<file path="src/design/ncc_pkg.sv">
// shared types and constants for the nearest centroid classifier
// used by ncc_ctrl, ncc_datapath and nearest_centroid_classifier; no dependencies
package ncc_pkg;

	localparam int NUM_CL     = 8;
	localparam int CL_BITS    = 3;
	localparam int NUM_DIMS   = 16;
	localparam int DIM_BITS   = 4;
	localparam int CNT_BITS   = 5;
	localparam int FEAT_BITS  = 16;
	localparam int DIFF_BITS  = FEAT_BITS + 1;
	localparam int SQ_BITS    = 2 * FEAT_BITS;
	localparam int DIST_BITS  = 36;
	localparam int ADDR_BITS  = CL_BITS + DIM_BITS;
	localparam int NCL_BITS   = 4;
	localparam int CFG_BITS   = 5;
	localparam int IN_BYTES   = 3;
	localparam int OUT_BYTES  = 5;

	localparam logic [DIST_BITS-1:0] DIST_MAX = '1;

	localparam logic OP_WRITE = 1'b0;
	localparam logic OP_POINT = 1'b1;

	localparam logic REG_NUM_CLUSTERS = 1'b0;
	localparam logic REG_NUM_DIMS     = 1'b1;

	localparam logic [NCL_BITS-1:0] NUM_CL_RESET   = NCL_BITS'(NUM_CL);
	localparam logic [CFG_BITS-1:0] NUM_DIMS_RESET = CFG_BITS'(NUM_DIMS);

	typedef enum logic [2:0] {
		ST_IDLE,
		ST_ACC,
		ST_DRAIN,
		ST_SEARCH,
		ST_EMIT
	} state_t;

	typedef struct packed {
		logic               wr;
		logic               load;
		logic               issue;
		logic               cnt_inc;
		logic               search;
		logic               first;
		logic               emit;
		logic [CL_BITS-1:0] idx;
	} cmd_t;

	typedef struct packed {
		logic busy;
		logic use_feat;
		logic out_full;
	} sts_t;

endpackage

</file>
<file path="src/design/ncc_ctrl.sv">
// controller state machine for the nearest centroid classifier
// depends on ncc_pkg; drives ncc_datapath through cmd_t, reads sts_t
module ncc_ctrl (
	input  logic            clk,
	input  logic            arst_n,
	input  logic            in_valid,
	output logic            in_ready,
	input  logic            in_opcode,
	input  logic            in_last,
	input  ncc_pkg::sts_t   sts,
	output ncc_pkg::cmd_t   cmd
);

	ncc_pkg::state_t                  state_q, state_d;
	logic [ncc_pkg::CL_BITS-1:0]      idx_q, idx_d;
	logic                             last_q, last_d;
	logic                             accept;

	localparam logic [ncc_pkg::CL_BITS-1:0] IDX_LAST = ncc_pkg::CL_BITS'(ncc_pkg::NUM_CL - 1);

	always_ff @(posedge clk or negedge arst_n) begin
		if (!arst_n) begin
			state_q <= ncc_pkg::ST_IDLE;
			idx_q   <= '0;
			last_q  <= 1'b0;
		end else begin
			state_q <= state_d;
			idx_q   <= idx_d;
			last_q  <= last_d;
		end
	end

	assign accept = in_valid && (state_q == ncc_pkg::ST_IDLE);

	always_comb begin
		state_d  = state_q;
		idx_d    = idx_q;
		last_d   = last_q;
		in_ready = 1'b0;
		cmd      = '0;
		cmd.idx  = idx_q;
		case (state_q)
			ncc_pkg::ST_IDLE: begin
				in_ready = 1'b1;
				idx_d    = '0;
				if (accept) begin
					if (in_opcode == ncc_pkg::OP_WRITE) begin
						cmd.wr = 1'b1;
					end else begin
						cmd.load = 1'b1;
						last_d   = in_last;
						if (sts.use_feat) begin
							state_d = ncc_pkg::ST_ACC;
						end else if (in_last) begin
							state_d = ncc_pkg::ST_SEARCH;
						end
					end
				end
			end
			ncc_pkg::ST_ACC: begin
				cmd.issue = 1'b1;
				idx_d     = idx_q + 1'b1;
				if (idx_q == IDX_LAST) begin
					cmd.cnt_inc = 1'b1;
					idx_d       = '0;
					state_d     = ncc_pkg::ST_DRAIN;
				end
			end
			ncc_pkg::ST_DRAIN: begin
				if (!sts.busy) begin
					state_d = last_q ? ncc_pkg::ST_SEARCH : ncc_pkg::ST_IDLE;
				end
			end
			ncc_pkg::ST_SEARCH: begin
				cmd.search = 1'b1;
				cmd.first  = (idx_q == '0);
				idx_d      = idx_q + 1'b1;
				if (idx_q == IDX_LAST) begin
					idx_d   = '0;
					state_d = ncc_pkg::ST_EMIT;
				end
			end
			ncc_pkg::ST_EMIT: begin
				if (!sts.out_full) begin
					cmd.emit = 1'b1;
					state_d  = ncc_pkg::ST_IDLE;
				end
			end
			default: begin
				state_d = ncc_pkg::ST_IDLE;
			end
		endcase
	end

endmodule

</file>
<file path="src/design/ncc_datapath.sv">
// datapath: centroid memory, squared difference pipeline, accumulator ring,
// minimum search, configuration registers and output register; depends on ncc_pkg
module ncc_datapath (
	input  logic                                clk,
	input  logic                                arst_n,
	input  ncc_pkg::cmd_t                       cmd,
	output ncc_pkg::sts_t                       sts,
	input  logic                                cfg_we,
	input  logic                                cfg_index,
	input  logic [ncc_pkg::CFG_BITS-1:0]        cfg_data,
	input  logic [ncc_pkg::CL_BITS-1:0]         in_centroid,
	input  logic [ncc_pkg::DIM_BITS-1:0]        in_feature,
	input  logic signed [ncc_pkg::FEAT_BITS-1:0] in_value,
	output logic                                out_valid,
	input  logic                                out_ready,
	output logic [ncc_pkg::CL_BITS-1:0]         out_label,
	output logic [ncc_pkg::DIST_BITS-1:0]       out_dist
);

	logic signed [ncc_pkg::FEAT_BITS-1:0] mem [ncc_pkg::NUM_CL * ncc_pkg::NUM_DIMS];

	logic [ncc_pkg::NCL_BITS-1:0]  num_clusters_q;
	logic [ncc_pkg::CFG_BITS-1:0]  num_dims_q;
	logic [ncc_pkg::NCL_BITS-1:0]  clusters;
	logic [ncc_pkg::CFG_BITS-1:0]  dims;

	logic [ncc_pkg::CNT_BITS-1:0]  cnt_q;
	logic signed [ncc_pkg::FEAT_BITS-1:0] value_q;

	logic                                  v_s1, v_s2, v_s3;
	logic signed [ncc_pkg::FEAT_BITS-1:0]  rdata_s1;
	logic signed [ncc_pkg::DIFF_BITS-1:0]  diff_s2;
	logic [ncc_pkg::SQ_BITS-1:0]           sq_s3;
	logic signed [2*ncc_pkg::DIFF_BITS-1:0] prod;

	logic [ncc_pkg::DIST_BITS-1:0] acc_q [ncc_pkg::NUM_CL];
	logic [ncc_pkg::DIST_BITS:0]   sum;
	logic [ncc_pkg::DIST_BITS-1:0] sat;
	logic [ncc_pkg::DIST_BITS-1:0] shift_in;

	logic [ncc_pkg::DIST_BITS-1:0] best_q;
	logic [ncc_pkg::CL_BITS-1:0]   best_idx_q;
	logic                          cand_ok;

	logic                          out_valid_q;
	logic [ncc_pkg::CL_BITS-1:0]   out_label_q;
	logic [ncc_pkg::DIST_BITS-1:0] out_dist_q;

	// configuration
	always_ff @(posedge clk or negedge arst_n) begin
		if (!arst_n) begin
			num_clusters_q <= ncc_pkg::NUM_CL_RESET;
			num_dims_q     <= ncc_pkg::NUM_DIMS_RESET;
		end else if (cfg_we) begin
			if (cfg_index == ncc_pkg::REG_NUM_CLUSTERS) begin
				num_clusters_q <= cfg_data[ncc_pkg::NCL_BITS-1:0];
			end else begin
				num_dims_q <= cfg_data;
			end
		end
	end

	always_comb begin
		clusters = num_clusters_q;
		if (num_clusters_q == '0) begin
			clusters = ncc_pkg::NCL_BITS'(1);
		end else if (num_clusters_q > ncc_pkg::NUM_CL_RESET) begin
			clusters = ncc_pkg::NUM_CL_RESET;
		end
		dims = num_dims_q;
		if (num_dims_q == '0) begin
			dims = ncc_pkg::CFG_BITS'(1);
		end else if (num_dims_q > ncc_pkg::NUM_DIMS_RESET) begin
			dims = ncc_pkg::NUM_DIMS_RESET;
		end
	end

	// centroid memory and point value
	always_ff @(posedge clk) begin
		if (cmd.wr) begin
			mem[{in_centroid, in_feature}] <= in_value;
		end
		if (cmd.issue) begin
			rdata_s1 <= mem[{cmd.idx, cnt_q[ncc_pkg::DIM_BITS-1:0]}];
		end
		if (cmd.load) begin
			value_q <= in_value;
		end
		diff_s2 <= ncc_pkg::DIFF_BITS'(value_q) - ncc_pkg::DIFF_BITS'(rdata_s1);
		sq_s3   <= prod[ncc_pkg::SQ_BITS-1:0];
	end

	assign prod = diff_s2 * diff_s2;

	always_ff @(posedge clk or negedge arst_n) begin
		if (!arst_n) begin
			v_s1  <= 1'b0;
			v_s2  <= 1'b0;
			v_s3  <= 1'b0;
			cnt_q <= '0;
		end else begin
			v_s1 <= cmd.issue;
			v_s2 <= v_s1;
			v_s3 <= v_s2;
			if (cmd.search && cmd.first) begin
				cnt_q <= '0;
			end else if (cmd.cnt_inc) begin
				cnt_q <= cnt_q + 1'b1;
			end
		end
	end

	// accumulator ring, head is always the centroid being processed
	assign sum      = {1'b0, acc_q[0]} + (ncc_pkg::DIST_BITS+1)'(sq_s3);
	assign sat      = sum[ncc_pkg::DIST_BITS] ? ncc_pkg::DIST_MAX : sum[ncc_pkg::DIST_BITS-1:0];
	assign shift_in = v_s3 ? sat : '0;

	always_ff @(posedge clk or negedge arst_n) begin
		if (!arst_n) begin
			for (int i = 0; i < ncc_pkg::NUM_CL; i++) begin
				acc_q[i] <= '0;
			end
		end else if (v_s3 || cmd.search) begin
			for (int i = 0; i < ncc_pkg::NUM_CL - 1; i++) begin
				acc_q[i] <= acc_q[i+1];
			end
			acc_q[ncc_pkg::NUM_CL-1] <= shift_in;
		end
	end

	// minimum search, lowest index wins ties
	assign cand_ok = (ncc_pkg::NCL_BITS'(cmd.idx) < clusters) && (acc_q[0] < best_q);

	always_ff @(posedge clk) begin
		if (cmd.search) begin
			if (cmd.first) begin
				best_q     <= acc_q[0];
				best_idx_q <= '0;
			end else if (cand_ok) begin
				best_q     <= acc_q[0];
				best_idx_q <= cmd.idx;
			end
		end
		if (cmd.emit) begin
			out_label_q <= best_idx_q;
			out_dist_q  <= best_q;
		end
	end

	always_ff @(posedge clk or negedge arst_n) begin
		if (!arst_n) begin
			out_valid_q <= 1'b0;
		end else if (cmd.emit) begin
			out_valid_q <= 1'b1;
		end else if (out_ready) begin
			out_valid_q <= 1'b0;
		end
	end

	assign out_valid = out_valid_q;
	assign out_label = out_label_q;
	assign out_dist  = out_dist_q;

	assign sts.busy     = v_s1 || v_s2 || v_s3;
	assign sts.use_feat = (cnt_q < dims);
	assign sts.out_full = out_valid_q && !out_ready;

endmodule

</file>
<file path="src/design/nearest_centroid_classifier.sv">
// top level of the nearest centroid classifier
// depends on ncc_pkg, ncc_ctrl and ncc_datapath
//
// usage:
//  - cfg_we/cfg_index/cfg_data write num_clusters (index 0) or num_dims (index 1)
//    while the block is idle; reset values are 8 and 16
//  - s_axis items: tuser is the opcode (0 centroid write, 1 point feature),
//    tlast marks the last feature of a point
//  - a centroid write is stored in centroid memory while the block stays idle
//  - a point feature that counts makes 8 memory reads, one per centroid,
//    through a read / subtract / square / accumulate pipeline sharing one multiplier,
//    then drains that pipeline; a feature past num_dims skips the reads
//  - the last feature then runs an 8 step minimum search over the
//    accumulator ring, then loads the output register
//  - m_axis carries label and distance_squared from a result register; a new item
//    is accepted while a result waits, and the block only stalls before loading
//    its next result when the receiver holds tready low
//  - reset clears accumulators, feature count and handshake state and sets the config
//    to its reset values; centroid memory holds garbage until written
module nearest_centroid_classifier (
	input  logic                              clk,
	input  logic                              arst_n,
	input  logic                              cfg_we,
	input  logic                              cfg_index,
	input  logic [ncc_pkg::CFG_BITS-1:0]      cfg_data,
	input  logic                              s_axis_tvalid,
	output logic                              s_axis_tready,
	// centroid_index[2:0], feature_index[6:3], feature_value[22:7], zero pad[23]
	input  logic [8*ncc_pkg::IN_BYTES-1:0]    s_axis_tdata,
	// opcode
	input  logic                              s_axis_tuser,
	input  logic                              s_axis_tlast,
	output logic                              m_axis_tvalid,
	input  logic                              m_axis_tready,
	// label[2:0], distance_squared[38:3], zero pad[39]
	output logic [8*ncc_pkg::OUT_BYTES-1:0]   m_axis_tdata
);

	localparam int FI_LO = ncc_pkg::CL_BITS;
	localparam int FV_LO = ncc_pkg::CL_BITS + ncc_pkg::DIM_BITS;
	localparam int IN_USED  = FV_LO + ncc_pkg::FEAT_BITS;
	localparam int OUT_USED = ncc_pkg::CL_BITS + ncc_pkg::DIST_BITS;

	ncc_pkg::cmd_t                  cmd;
	ncc_pkg::sts_t                  sts;
	logic [ncc_pkg::CL_BITS-1:0]    label;
	logic [ncc_pkg::DIST_BITS-1:0]  distance_squared;

	ncc_ctrl u_ctrl (
		.clk       (clk),
		.arst_n    (arst_n),
		.in_valid  (s_axis_tvalid),
		.in_ready  (s_axis_tready),
		.in_opcode (s_axis_tuser),
		.in_last   (s_axis_tlast),
		.sts       (sts),
		.cmd       (cmd)
	);

	ncc_datapath u_datapath (
		.clk         (clk),
		.arst_n      (arst_n),
		.cmd         (cmd),
		.sts         (sts),
		.cfg_we      (cfg_we),
		.cfg_index   (cfg_index),
		.cfg_data    (cfg_data),
		.in_centroid (s_axis_tdata[FI_LO-1:0]),
		.in_feature  (s_axis_tdata[FV_LO-1:FI_LO]),
		.in_value    (s_axis_tdata[IN_USED-1:FV_LO]),
		.out_valid   (m_axis_tvalid),
		.out_ready   (m_axis_tready),
		.out_label   (label),
		.out_dist    (distance_squared)
	);

	assign m_axis_tdata = {(8*ncc_pkg::OUT_BYTES - OUT_USED)'(0), distance_squared, label};

endmodule
</file>
<file path="config.mk">
export PLATFORM = sky130hd
export DESIGN_NAME = nearest_centroid_classifier
export DESIGN_NICKNAME = d
export VERILOG_FILES = /design/src/design/ncc_pkg.sv /design/src/design/ncc_ctrl.sv /design/src/design/ncc_datapath.sv /design/src/design/nearest_centroid_classifier.sv
export SDC_FILE = /design/constraint.sdc
export NUM_CORES = 2
export LEC_CHECK = 0
export BUFFER_PORTS_ARGS = -buffer_cell sky130_fd_sc_hd__buf_4
export CAP_MARGIN = 25
export CORE_UTILIZATION = 47
export CTS_CLUSTER_SIZE = 28
export DETAILED_ROUTE_END_ITERATION = 8
export SYNTH_ARGS = -nofsm -noshare
export SYNTH_HDL_FRONTEND = slang
export SYNTH_SLANG_ARGS = --single-unit
</file>
<file path="constraint.sdc">
create_clock -name clk -period 7.4 [get_ports clk]
set_clock_uncertainty 0.2 [all_clocks]
set_input_delay 1.48 -clock clk [delete_from_list [all_inputs] [get_ports clk]]
set_output_delay 1.48 -clock clk [all_outputs]
set_load 0.02 [all_outputs]
</file>
==> flow_summary.json <==
{
  "outcome": "complete, no violations",
  "setup_violations": 0,
  "root_buffer": "clkbuf_16",
  "cts.clk_slew.worst_paths_ns": 0.06,
  "maxSlewHeadroom": 0.325,
  "final_common_cell": "edfxtp_1",
  "vias": 51800,
  "cts_resized": 0,
  "crit_start": "u_datapath.diff_s2[13]$_DFF_P_",
  "max_freq_mhz": 143,
  "hold_buffers": 0,
  "grt_pass1_vias": 53500,
  "initial_core_util": 0.474,
  "period_minus_slack_ns": 7.02,
  "crit_path_end_kind": "flip-flop",
  "cts_tree": "built",
  "cts-buffers-inserted": 279,
  "synth_top_area_share": 0.606,
  "antenna_found_initial": 12,
  "vias_per_cell": 5.73,
  "r2r_slack_ns": 0.38,
  "reg2reg_from": "u_datapath.diff_s2[13]$_DFF_P_",
  "routedWlPerCell_um": 27.2,
  "min-delay-start": "u_datapath.v_s2$_DFF_PN0_",
  "fin_cells": 9047,
  "totalWireLength_mm": 246,
  "required_ns": 7.96,
  "worst_pin_slew_ns": 1.01,
  "gr-total-overflow": 0,
  "grt_pass1_wl_mm": 363,
  "syn_inst": 5511,
  "die-area_um2": 230000,
  "port_buffers": 76,
  "grt_setup_unrepaired": "no",
  "die_w_um": 479,
  "grt_max_degree": 175,
  "die_y_um": 479,
  "synth_ff_type": "edfxtp_1",
  "avgSynthCellArea_um2": 19.4,
  "num_rows": 174,
  "finalCritPeriodShare": 0.948,
  "clockBufferDepth": 4,
  "design.core.area_um2": 226000,
  "startpoint_type": "flip-flop",
  "cts.sinks": 2519,
  "worstSkewPairLatency_ns": 0.89,
  "arrival_ns": 7.57,
  "finalMaxSlewViolations": 0,
  "drc_errors": 0,
  "track_usage": 0.217,
  "yosysTopAreaCell": "edfxtp_1",
  "yosys_warnings": 0,
  "hpwl_mm": 148,
  "ys_ff_latch": 2519,
  "path_max_fanout": 16,
  "place_congestion": 0.819,
  "yosys-top-cells-area": "edfxtp_1 (61%), mux4_2 (14%), dfrtp_1 (7.3%)",
  "first_pass_iters": 5,
  "async_reset_ff_frac": 0.124,
  "synth-edff-count": 2158,
  "initialDrtViolationCount": 4564,
  "fin_util": 0.537,
  "syn-num-nets": 5981,
  "synth-seq-area-share": 0.688,
  "area_delta_synth_final_pct": 13.1,
  "final_nets": 6322,
  "fill_cells": 17600,
  "cts_setup_buffers": 0,
  "drive_gt1_frac": 0.271,
  "path_class": "flip-flop to flip-flop",
  "io-pin-count": 79,
  "fin_setup_tns_ns": 0,
  "postRouteAntennaNets": 0,
  "min_path_type": "flip-flop to flip-flop",
  "hold_viol": 0,
  "placed_cells_incl_taps": 8554,
  "layout_common_cells": "edfxtp_1 (2,158), mux4_2 (672), inv_1 (395)",
  "synthDistinctLibCells": 71,
  "htreeDepth": 5,
  "cap_violations": 0,
  "synthesis.area_um2": 107000
}
-- logic make-up after synthesis --
kind of cell,count (synthesis),synth area share
AO/OA/AOI/OAI,302,0.0182
XOR/XNOR,86,0.00704
adder cells (fa/ha/maj),433,0.0687
buffers and inverters,634,0.0228
flip-flops,2519,0.688
multiplexers,942,0.170
other,1,0.0000350
AND/OR/NAND/NOR,594,0.0257
-- worst max-delay path, cell delays in order (launching register included) --
cell and delay (ns):
dfxtp_1 0.95, nand2_1 0.26, fa_1 0.61, inv_1 0.06, fa_1 0.54, fa_1 0.45
fa_1 0.52, fa_1 0.50, inv_1 0.05, fa_1 0.48, inv_1 0.04, ha_1 0.36
a21oi_1 0.17, o21ai_0 0.21, a211oi_1 0.24, a2111oi_0 0.14, buf_4 0.16, or3_1 0.39
a31o_2 0.25, a21oi_1 0.17, xnor2_1 0.14
-- synthesized netlist by cell type, drive strengths merged, types with 68 or more instances --
| cell type | number |
|---|---|
| inv | 396 |
| ha | 175 |
| mux4 | 672 |
| nand2 | 178 |
| edfxtp | 2158 |
| and2 | 68 |
| nor2 | 203 |
| mux2 | 269 |
| dfrtp | 311 |
| fa | 258 |
| buf | 81 |
| a21oi | 97 |
| clkbuf | 157 |
-- routing by layer --
layer / GRT usage / vias to the layer above / wire [µm]
li1: - / 22200 / -
met1: 0.304 / 27800 / 104000
met2: 0.354 / 1484 / 121000
met3: 0.0387 / 359 / 15300
met4: 0.0557 / 4 / 6000
met5: 0 / - / 26
-- sequential cells by signal, summed over array words and instances, names as in the netlist, 3 cells and up --
name	count
u_ctrl.state_q	3
u_datapath.out_dist	36
u_datapath.acc_q	288
u_datapath.out_label	3
u_datapath.num_clusters_q	4
u_datapath.mem	2048
u_datapath.rdata_s1	16
u_datapath.sq_s3	31
u_datapath.best_idx_q	3
u_ctrl.idx_q	3
u_datapath.cnt_q	5
u_datapath.diff_s2	17
u_datapath.best_q	36
u_datapath.value_q	16
u_datapath.num_dims_q	5
-- final cells by class --
type	count	area, µm²	share of cell area
multi-input combinational	2358	31000	0.256
timing repair buffer	298	2580	0.0213
tap	2992	3740	0.0309
clock buffer	356	7650	0.0632
inverter	396	1490	0.0123
clock inverter	118	952	0.00786
sequential	2519	73600	0.608
antenna	10	25.0	0.000207
-- path summary, 6_finish.rpt --
kind                                                endpoint  cells past startpoint
setup / recovery                u_datapath.sq_s3[31]$_DFF_P_                     20
hold / removal                     u_datapath.v_s3$_DFF_PN0_                      0
setup reg to reg                u_datapath.sq_s3[31]$_DFF_P_                     20
hold reg to reg                    u_datapath.v_s3$_DFF_PN0_                      0
max in group asynchronous          u_datapath.v_s3$_DFF_PN0_                      2
min in group asynchronous  u_datapath.acc_q[189]$_DFFE_PN0P_                      1
-- stage by stage --
step / hold WS [ns] / setup slack, ns / instance area, µm²
global placement: 0.165 / 0.484 / 112000
floorplan: 0.155 / 1.14 / 107000
global route: 0.183 / 0.0594 / 121000
detailed placement: 0.170 / 0.496 / 112000
CTS: 0.178 / 0.394 / 121000
finish: 0.178 / 0.384 / 121000
Power is left out: the tool's default activity adds up to more than one toggle a clock period on the data nets, which glitch-free logic cannot reach.
